File: src/rtl/tiam_pkg.sv
// Shared widths, register indexes and structs of the image tile address mapper.
// No dependencies; imported by every module of the block.
package tiam_pkg;

  localparam int unsigned COORD_W = 12;  // pixel row / column
  localparam int unsigned DIM_W   = 13;  // image width / height register
  localparam int unsigned FAC_W   = 7;   // tile factor register
  localparam int unsigned PIX_W   = 16;  // gray value
  localparam int unsigned TILE_W  = 6;   // tile row / column outputs
  localparam int unsigned TIDX_W  = 12;  // raster tile index

  localparam int unsigned IN_TDATA_W  = 40;
  localparam int unsigned OUT_TDATA_W = 64;

  localparam int unsigned DEF_MAX_DIM    = 4096;
  localparam int unsigned DEF_MAX_FACTOR = 64;
  localparam int unsigned DEF_PIXEL_BITS = 16;

  localparam int unsigned REG_IDX_W = 2;
  localparam logic [REG_IDX_W-1:0] REG_WIDTH  = 2'd0;
  localparam logic [REG_IDX_W-1:0] REG_HEIGHT = 2'd1;
  localparam logic [REG_IDX_W-1:0] REG_FACTOR = 2'd2;

  // per-axis constants derived from the configuration
  typedef struct packed {
    logic [DIM_W-1:0] span;   // ordinary tile size, dim / factor
    logic [DIM_W-1:0] base;   // start of the last tile, (factor - 1) * span
    logic             zero;   // span == 0
  } tiam_span_t;

  // word traveling through the divider pipeline
  typedef struct packed {
    logic               oor;
    logic [COORD_W-1:0] row;
    logic [COORD_W-1:0] col;
    logic [PIX_W-1:0]   val;
    logic [COORD_W-1:0] rq;   // row / row span, filled MSB first
    logic [COORD_W-1:0] cq;
    logic [COORD_W-1:0] rr;   // partial remainders
    logic [COORD_W-1:0] cr;
  } tiam_div_t;

endpackage

File: src/rtl/tiam_span_div.sv
// Iterative divider computing one axis' tile span and last-tile base after a
// configuration write. Depends on tiam_pkg.
module tiam_span_div
  import tiam_pkg::*;
(
  input  logic             clk_i,
  input  logic             rst_ni,
  input  logic             start_i,
  input  logic [DIM_W-1:0] dim_i,
  input  logic [FAC_W-1:0] fac_i,
  output logic             busy_o,
  output tiam_span_t       span_o
);

  localparam int unsigned CNT_W = $clog2(DIM_W);

  typedef enum logic [2:0] {
    S_IDLE = 3'b001,
    S_DIV  = 3'b010,
    S_MUL  = 3'b100
  } state_e;

  state_e           state_q, state_d;
  logic [CNT_W-1:0] cnt_q, cnt_d;
  logic [DIM_W-1:0] num_q, num_d;
  logic [DIM_W-1:0] quo_q, quo_d;
  logic [FAC_W-1:0] rem_q, rem_d;
  tiam_span_t       span_q, span_d;
  logic [FAC_W:0]   shifted;
  logic [FAC_W:0]   diff;
  logic             take;

  // one quotient bit per cycle
  assign shifted = {rem_q, num_q[DIM_W-1]};
  assign take    = shifted >= {1'b0, fac_i};
  assign diff    = shifted - {1'b0, fac_i};

  always_comb begin
    state_d = state_q;
    cnt_d   = cnt_q;
    num_d   = num_q;
    quo_d   = quo_q;
    rem_d   = rem_q;
    span_d  = span_q;
    // a new write restarts the division from any state
    if (start_i) begin
      state_d = S_DIV;
      cnt_d   = '0;
      num_d   = dim_i;
      quo_d   = '0;
      rem_d   = '0;
    end else begin
      unique case (state_q)
        S_IDLE: begin
        end
        S_DIV: begin
          rem_d = take ? diff[FAC_W-1:0] : shifted[FAC_W-1:0];
          quo_d = {quo_q[DIM_W-2:0], take};
          num_d = {num_q[DIM_W-2:0], 1'b0};
          cnt_d = cnt_q + 1'b1;
          if (cnt_q == CNT_W'(DIM_W - 1)) begin
            state_d = S_MUL;
          end
        end
        S_MUL: begin
          span_d.span = quo_q;
          span_d.base = DIM_W'((fac_i - 1'b1) * quo_q);
          span_d.zero = quo_q == '0;
          state_d     = S_IDLE;
        end
        default: state_d = S_IDLE;
      endcase
    end
  end

  always_ff @(posedge clk_i or negedge rst_ni) begin
    if (!rst_ni) begin
      state_q     <= S_IDLE;
      span_q.span <= DIM_W'(1);
      span_q.base <= '0;
      span_q.zero <= 1'b0;
    end else begin
      state_q <= state_d;
      span_q  <= span_d;
    end
  end

  always_ff @(posedge clk_i) begin
    cnt_q <= cnt_d;
    num_q <= num_d;
    quo_q <= quo_d;
    rem_q <= rem_d;
  end

  assign busy_o = state_q != S_IDLE;
  assign span_o = span_q;

endmodule

File: src/rtl/tiam_div_pipe.sv
// Restoring division pipeline: one quotient bit per stage for row and column
// against their spans. Depends on tiam_pkg.
module tiam_div_pipe
  import tiam_pkg::*;
(
  input  logic             clk_i,
  input  logic             rst_ni,
  input  logic             in_valid_i,
  output logic             in_ready_o,
  input  tiam_div_t        in_data_i,
  input  logic [DIM_W-1:0] row_span_i,
  input  logic [DIM_W-1:0] col_span_i,
  output logic             out_valid_o,
  input  logic             out_ready_i,
  output tiam_div_t        out_data_o
);

  localparam int unsigned NSTG = COORD_W;

  typedef struct packed {
    logic               q;
    logic [COORD_W-1:0] r;
  } step_t;

  function automatic step_t div_step(logic [COORD_W-1:0] rem, logic b,
                                     logic [DIM_W-1:0] span);
    logic [DIM_W-1:0] sh;
    step_t            res;
    sh = {rem, b};
    if (sh >= span) begin
      res.q = 1'b1;
      res.r = COORD_W'(sh - span);
    end else begin
      res.q = 1'b0;
      res.r = sh[COORD_W-1:0];
    end
    return res;
  endfunction

  tiam_div_t stg_q [NSTG];
  tiam_div_t stg_d [NSTG];
  logic      vld_q [NSTG];
  logic      rdy   [NSTG+1];

  assign rdy[NSTG] = out_ready_i;

  for (genvar k = 0; k < NSTG; k++) begin : g_stg
    tiam_div_t src;
    logic      src_vld;
    step_t     rs, cs;

    if (k == 0) begin : g_first
      assign src     = in_data_i;
      assign src_vld = in_valid_i;
    end else begin : g_next
      assign src     = stg_q[k-1];
      assign src_vld = vld_q[k-1];
    end

    assign rdy[k] = !vld_q[k] || rdy[k+1];
    assign rs = div_step(src.rr, src.row[NSTG-1-k], row_span_i);
    assign cs = div_step(src.cr, src.col[NSTG-1-k], col_span_i);

    always_comb begin
      stg_d[k]              = src;
      stg_d[k].rq[NSTG-1-k] = rs.q;
      stg_d[k].cq[NSTG-1-k] = cs.q;
      stg_d[k].rr           = rs.r;
      stg_d[k].cr           = cs.r;
    end

    always_ff @(posedge clk_i or negedge rst_ni) begin
      if (!rst_ni) begin
        vld_q[k] <= 1'b0;
      end else if (rdy[k]) begin
        vld_q[k] <= src_vld;
      end
    end

    always_ff @(posedge clk_i) begin
      if (rdy[k] && src_vld) begin
        stg_q[k] <= stg_d[k];
      end
    end
  end

  assign in_ready_o  = rdy[0];
  assign out_valid_o = vld_q[NSTG-1];
  assign out_data_o  = stg_q[NSTG-1];

endmodule

File: src/rtl/tiam_post.sv
// Last two stages: tile clamping and inner position, then raster index and
// output packing into the output register. Depends on tiam_pkg.
module tiam_post
  import tiam_pkg::*;
#(
  parameter int unsigned PIXEL_BITS = DEF_PIXEL_BITS
) (
  input  logic                   clk_i,
  input  logic                   rst_ni,
  input  logic                   in_valid_i,
  output logic                   in_ready_o,
  input  tiam_div_t              in_data_i,
  input  logic [FAC_W-1:0]       fac_i,
  input  tiam_span_t             row_sp_i,
  input  tiam_span_t             col_sp_i,
  output logic                   out_valid_o,
  input  logic                   out_ready_i,
  output logic [OUT_TDATA_W-1:0] out_tdata_o,
  output logic                   out_tuser_o
);

  typedef struct packed {
    logic [FAC_W-1:0]   t;
    logic [COORD_W-1:0] inner;
  } axis_t;

  typedef struct packed {
    logic               oor;
    axis_t              r;
    axis_t              c;
    logic [PIX_W-1:0]   val;
  } mid_t;

  function automatic axis_t locate(logic [COORD_W-1:0] q, logic [COORD_W-1:0] rem,
                                   logic [COORD_W-1:0] coord, tiam_span_t sp,
                                   logic [FAC_W-1:0] fm1);
    axis_t res;
    if (sp.zero) begin
      res.t     = fm1;
      res.inner = coord;
    end else if (q > COORD_W'(fm1)) begin
      // last tile takes the remainder
      res.t     = fm1;
      res.inner = COORD_W'(DIM_W'(coord) - sp.base);
    end else begin
      res.t     = FAC_W'(q);
      res.inner = rem;
    end
    return res;
  endfunction

  logic [FAC_W-1:0]       fm1;
  mid_t                   mid_q, mid_d;
  logic                   mid_vld_q;
  logic                   mid_rdy;
  logic                   out_vld_q;
  logic                   out_rdy;
  logic [OUT_TDATA_W-1:0] tdata_q, tdata_d;
  logic                   tuser_q;
  logic [2*FAC_W-1:0]     prod;
  logic [PIX_W-1:0]       pix_mask;

  assign fm1      = fac_i - 1'b1;
  assign pix_mask = ~({PIX_W{1'b1}} << PIXEL_BITS);

  always_comb begin
    mid_d.oor = in_data_i.oor;
    mid_d.r   = locate(in_data_i.rq, in_data_i.rr, in_data_i.row, row_sp_i, fm1);
    mid_d.c   = locate(in_data_i.cq, in_data_i.cr, in_data_i.col, col_sp_i, fm1);
    mid_d.val = in_data_i.val;
  end

  assign out_rdy    = !out_vld_q || out_ready_i;
  assign mid_rdy    = !mid_vld_q || out_rdy;
  assign in_ready_o = mid_rdy;

  assign prod = mid_q.r.t * fac_i;

  always_comb begin
    tdata_d = '0;
    if (!mid_q.oor) begin
      tdata_d = {mid_q.val & pix_mask,
                 mid_q.c.inner,
                 mid_q.r.inner,
                 TIDX_W'(prod + (2*FAC_W)'(mid_q.c.t)),
                 mid_q.c.t[TILE_W-1:0],
                 mid_q.r.t[TILE_W-1:0]};
    end
  end

  always_ff @(posedge clk_i or negedge rst_ni) begin
    if (!rst_ni) begin
      mid_vld_q <= 1'b0;
      out_vld_q <= 1'b0;
    end else begin
      if (mid_rdy) begin
        mid_vld_q <= in_valid_i;
      end
      if (out_rdy) begin
        out_vld_q <= mid_vld_q;
      end
    end
  end

  always_ff @(posedge clk_i) begin
    if (mid_rdy && in_valid_i) begin
      mid_q <= mid_d;
    end
    if (out_rdy && mid_vld_q) begin
      tdata_q <= tdata_d;
      tuser_q <= mid_q.oor;
    end
  end

  assign out_valid_o = out_vld_q;
  assign out_tdata_o = tdata_q;
  assign out_tuser_o = tuser_q;

endmodule

File: src/rtl/image_tile_address_mapper_top.sv
// Top level of the image tile address mapper: configuration registers, span
// dividers, division pipeline and output stages. Depends on tiam_pkg.
//
// Usage: pixel words (row, column, gray value) enter on the s_axis stream and
// leave on the m_axis stream as tile row/column, raster tile index, position
// inside the tile and the gray value; tuser flags a pixel outside the image,
// in which case all tdata fields are zero.
// Between the input handshake and the output a word passes 12 division stages
// (one quotient bit each), a clamp stage and the output register, which drives
// m_axis_tvalid.
// Throughput is one word per clock while m_axis_tready is high and no span
// recompute runs; nothing is held between words. A configuration write starts
// two per-axis span dividers (dim / factor, one bit a cycle, then the last-tile
// base); s_axis_tready stays low after the last write while they run.
// Reset sets width, height and factor to 1 and empties the pipeline.
// When m_axis_tready is low the pipeline fills its empty stages and then holds;
// s_axis_tready drops once every stage is occupied. No word is lost or doubled.
module image_tile_address_mapper_top
  import tiam_pkg::*;
#(
  parameter int unsigned MAX_DIM    = DEF_MAX_DIM,
  parameter int unsigned MAX_FACTOR = DEF_MAX_FACTOR,
  parameter int unsigned PIXEL_BITS = DEF_PIXEL_BITS
) (
  input  logic                   clk_i,
  input  logic                   rst_ni,
  input  logic                   cfg_we_i,
  input  logic [REG_IDX_W-1:0]   cfg_idx_i,
  input  logic [DIM_W-1:0]       cfg_data_i,
  input  logic                   s_axis_tvalid,
  output logic                   s_axis_tready,
  // pixel_row[11:0], pixel_col[23:12], pixel_value[39:24]
  input  logic [IN_TDATA_W-1:0]  s_axis_tdata,
  output logic                   m_axis_tvalid,
  input  logic                   m_axis_tready,
  // tile_row[5:0], tile_col[11:6], tile_index[23:12], inner_row[35:24],
  // inner_col[47:36], gray_out[63:48]
  output logic [OUT_TDATA_W-1:0] m_axis_tdata,
  // out_of_range[0]
  output logic                   m_axis_tuser
);

  logic [DIM_W-1:0] width_q, height_q;
  logic [FAC_W-1:0] factor_q;
  logic [DIM_W-1:0] w_eff, h_eff;
  logic [FAC_W-1:0] f_eff;
  logic             start_q;
  logic             row_busy, col_busy, busy;
  tiam_span_t       row_sp, col_sp;
  tiam_div_t        pix;
  logic             pipe_rdy;
  logic             div_vld, div_rdy;
  tiam_div_t        div_data;

  always_ff @(posedge clk_i or negedge rst_ni) begin
    if (!rst_ni) begin
      width_q  <= DIM_W'(1);
      height_q <= DIM_W'(1);
      factor_q <= FAC_W'(1);
      start_q  <= 1'b0;
    end else begin
      start_q <= cfg_we_i;
      if (cfg_we_i) begin
        unique case (cfg_idx_i)
          REG_WIDTH:  width_q  <= cfg_data_i;
          REG_HEIGHT: height_q <= cfg_data_i;
          REG_FACTOR: factor_q <= cfg_data_i[FAC_W-1:0];
          default: ;
        endcase
      end
    end
  end

  always_comb begin
    w_eff = (32'(width_q) > 32'(MAX_DIM)) ? DIM_W'(MAX_DIM) : width_q;
    h_eff = (32'(height_q) > 32'(MAX_DIM)) ? DIM_W'(MAX_DIM) : height_q;
    if (factor_q == '0) begin
      f_eff = FAC_W'(1);
    end else if (32'(factor_q) > 32'(MAX_FACTOR)) begin
      f_eff = FAC_W'(MAX_FACTOR);
    end else begin
      f_eff = factor_q;
    end
  end

  tiam_span_div u_row_span (
    .clk_i   (clk_i),
    .rst_ni  (rst_ni),
    .start_i (start_q),
    .dim_i   (h_eff),
    .fac_i   (f_eff),
    .busy_o  (row_busy),
    .span_o  (row_sp)
  );

  tiam_span_div u_col_span (
    .clk_i   (clk_i),
    .rst_ni  (rst_ni),
    .start_i (start_q),
    .dim_i   (w_eff),
    .fac_i   (f_eff),
    .busy_o  (col_busy),
    .span_o  (col_sp)
  );

  assign busy = start_q || row_busy || col_busy;

  always_comb begin
    pix.row = s_axis_tdata[COORD_W-1:0];
    pix.col = s_axis_tdata[2*COORD_W-1:COORD_W];
    pix.val = s_axis_tdata[2*COORD_W+PIX_W-1:2*COORD_W];
    pix.oor = (DIM_W'(pix.row) >= h_eff) || (DIM_W'(pix.col) >= w_eff);
    pix.rq  = '0;
    pix.cq  = '0;
    pix.rr  = '0;
    pix.cr  = '0;
  end

  assign s_axis_tready = pipe_rdy && !busy;

  tiam_div_pipe u_div (
    .clk_i       (clk_i),
    .rst_ni      (rst_ni),
    .in_valid_i  (s_axis_tvalid && !busy),
    .in_ready_o  (pipe_rdy),
    .in_data_i   (pix),
    .row_span_i  (row_sp.span),
    .col_span_i  (col_sp.span),
    .out_valid_o (div_vld),
    .out_ready_i (div_rdy),
    .out_data_o  (div_data)
  );

  tiam_post #(
    .PIXEL_BITS (PIXEL_BITS)
  ) u_post (
    .clk_i       (clk_i),
    .rst_ni      (rst_ni),
    .in_valid_i  (div_vld),
    .in_ready_o  (div_rdy),
    .in_data_i   (div_data),
    .fac_i       (f_eff),
    .row_sp_i    (row_sp),
    .col_sp_i    (col_sp),
    .out_valid_o (m_axis_tvalid),
    .out_ready_i (m_axis_tready),
    .out_tdata_o (m_axis_tdata),
    .out_tuser_o (m_axis_tuser)
  );

  // span recompute blocks the input
  a_busy_blocks: assert property (@(posedge clk_i) disable iff (!rst_ni)
    busy |-> !s_axis_tready)
    else $error("input accepted while spans recompute");

  a_cfg_blocks: assert property (@(posedge clk_i) disable iff (!rst_ni)
    cfg_we_i |=> !s_axis_tready)
    else $error("input accepted right after a configuration write");

  a_oor_zero: assert property (@(posedge clk_i) disable iff (!rst_ni)
    (m_axis_tvalid && m_axis_tuser) |-> (m_axis_tdata == '0))
    else $error("out-of-range word carries nonzero fields");

endmodule
File: config.mk
export PLATFORM = sky130hd
export DESIGN_NAME = image_tile_address_mapper_top
export DESIGN_NICKNAME = d
export VERILOG_FILES = /design/src/rtl/tiam_pkg.sv /design/src/rtl/tiam_span_div.sv /design/src/rtl/tiam_div_pipe.sv /design/src/rtl/tiam_post.sv /design/src/rtl/image_tile_address_mapper_top.sv
export SDC_FILE = /design/constraint.sdc
export NUM_CORES = 2
export LEC_CHECK = 0
export BUFFER_PORTS_ARGS = -buffer_cell sky130_fd_sc_hd__buf_4
export CAP_MARGIN = 20
export CORE_ASPECT_RATIO = 0.6
export CORE_MARGIN = 1
export CORE_UTILIZATION = 28
export CTS_BUF_LIST = sky130_fd_sc_hd__clkbuf_4 sky130_fd_sc_hd__clkbuf_8
export CTS_CLUSTER_DIAMETER = 120
export DETAILED_ROUTE_END_ITERATION = 12
export GPL_ROUTABILITY_DRIVEN = 0
export GPL_TIMING_DRIVEN = 0
export PLACE_DENSITY = 0.41
export SLEW_MARGIN = 20
export SYNTH_ARGS = -nofsm -noshare
export SYNTH_HDL_FRONTEND = slang
export SYNTH_HIERARCHICAL = 1
export SYNTH_SLANG_ARGS = --single-unit
File: constraint.sdc
create_clock -name clk_i -period 21.1 [get_ports clk_i]
set_input_delay 4.22 -clock clk_i [delete_from_list [all_inputs] [get_ports clk_i]]
set_output_delay 4.22 -clock clk_i [all_outputs]
set_load 0.01 [all_outputs]
==> results.ini <==
[route]
first_pass_iters = 6
vias = 40090
vias_per_cell = 4.565
ant_nets = 0
route.detailed.wl_per_inst_um = 19.76
drt_wl_total_um = 173500
first_iter_violations = 2713
drc_errors = 0

[clocking]
clock_path_buffers = 4
cts_root_buf = clkbuf_8
cts_tree = yes
h-tree-depth = 4
clk_pin_slew_worst_paths_ns = 0.06
postCtsHoldBufs = 0
cts_sinks = 1236
insertion_delay_ns = 0.96
post_cts_resized = 0
cts_setup_buffers = 0
cts_buffers = 212

[sta]
fin_setup_tns_ns = 0
relSlewSlack_pct = 25.34
worst_slew_pin_slew_ns = 1.120
setup_viol = 0
skew_ns = 0.09217
fmax_mhz = 91.46
timing_hold_violations_final = 0
timing.final.crit_share_pct = 51.82
slew_viol_final = 0
fin_crit_ns = 10.93
grt_setup_unrepaired = no

[global_route]
grt_antenna_before_repair = 5
grt_pass1_vias = 39580
overflow = 0
grt_pass1_wl_um = 257800
grt_max_degree = 59
grt_usage_pct = 14.62

[floorplanning]
rows = 136
fp.dieH_um = 375.1
ioPinCount = 127
initial_core_util_pct = 28.27
core_area_um2 = 229700
die_width_um = 623.8
die_area_um2 = 233900

[worst_setup_path]
r2r_setup_slack_ns = 14.34
rr_worst_depth = 24
rr_startpoint = factor_q[3]
worstSetupPathType = in -> out
cp_max_fo = 5
cp-endpoint = s_axis_tready
startpoint = m_axis_tready
cp.required_ns = 16.88
endpoint_kind = output port
r2r-end = u_col_span/span_o[12]
startpoint_type = input port
critPathArrivalTime_ns = 6.71

[logic_synthesis]
yosysWarningCount = 6
syn_inst = 5135
syn_avg_cell_area_um2 = 12.65
syn_area_um2 = 64940

[layout]
area_growth_syn_to_layout_pct = 16.21
nets = 6257
final_cell_mix = edfxtp_1, ha_1, nand2_1
drive_gt1_share_pct = 15.96
post-route-util_pct = 32.85
final_common_cell = edfxtp_1
fin_cells = 8781

[flow_run]
cap_violations = 0

[placement]
placed_cells = 8398
port_buffers = 126
dp_hpwl_um = 129400

[power]
peakVddDrop_v = 0.00004218
report.power.total_mw = 5.672
p_per_area_nw_per_um2 = 75.15
p_leak_nw = 28.25

[outcome]
outcome = finished, final reports clean

[hold_path]
hold_class = reg -> reg

[report_power, final]
group          switching (mW)  leakage, nW  internal [mW]
clock                    1.03         2.21           1.19
sequential             0.0299         11.6           2.69
combinational           0.433         14.5          0.300
total                    1.50         28.2           4.18
[how the worst min path moves through the flow]
stage                                     end           startpoint  cells past startpoint  slack (ns)
after floorplan           u_div/stg_q[0][124]   u_div/stg_q[0][35]                      0        0.40
after global placement    u_div/stg_q[2][147]   u_div/stg_q[2][58]                      0        0.40
after detailed placement  u_div/stg_q[0][225]  u_div/stg_q[0][136]                      0        0.40
after CTS                 u_div/stg_q[1][151]   u_div/stg_q[1][62]                      0        0.35
after global routing      u_div/stg_q[1][151]   u_div/stg_q[1][62]                      0        0.36
final                     u_div/stg_q[1][326]  u_div/stg_q[1][237]                      0        0.36
[registers in the layout, summed over array words and instances (netlist names), 11 cells and up]
name and count:
width_q 13, u_div/g_stg.src_vld 11, u_post/out_tdata_o 64, u_post/mid_q 55, u_div/stg_q 936, u_row_span/num_q 13
u_row_span/quo_q 13, u_col_span/num_q 13, u_col_span/span_o 26, height_q 13, u_row_span/span_o 26, u_col_span/quo_q 13
[area by class of cell]
type	instances	area, um^2
fill	22830	154200
sequential	1236	36120
multi-input combinational	3424	27040
tap	3036	3799
clock buffer	273	3413
timing repair buffer	182	2253
inverter	408	1531
clock inverter	105	765.7
buffer	113	549.3
antenna	4	10.01
[layer usage]
metal | global-route usage (%) | up-vias | part of all wire, %
met5 | 0 | - | 0
met4 | 3.455 | 0 | 2.1
met2 | 19.63 | 765 | 38
li1 | - | 19450 | -
met1 | 23.71 | 19640 | 55
met3 | 2.410 | 227 | 4.3
[critical path: stages]
cell      delay (ns)
buf_4           0.11
nand3b_1        0.20
nor2b_1         0.46
nand3_1         0.16
nor2_1          0.36
nand3_1         0.19
nor2_1          0.38
nand3_1         0.26
and2_1          0.21
buf_4           0.14
[metrics by stage]
step	area (um^2)	hold slack (ns)	setup WS (ns)
floorplan	65120	0.4003	10.08
global placement	69860	0.4002	3.167
detailed placement	71270	0.4045	10.14
CTS	75450	0.3546	10.14
global route	75470	0.3608	9.926
finish	75470	0.3634	10.17
Power figures use the tool's default switching activity.
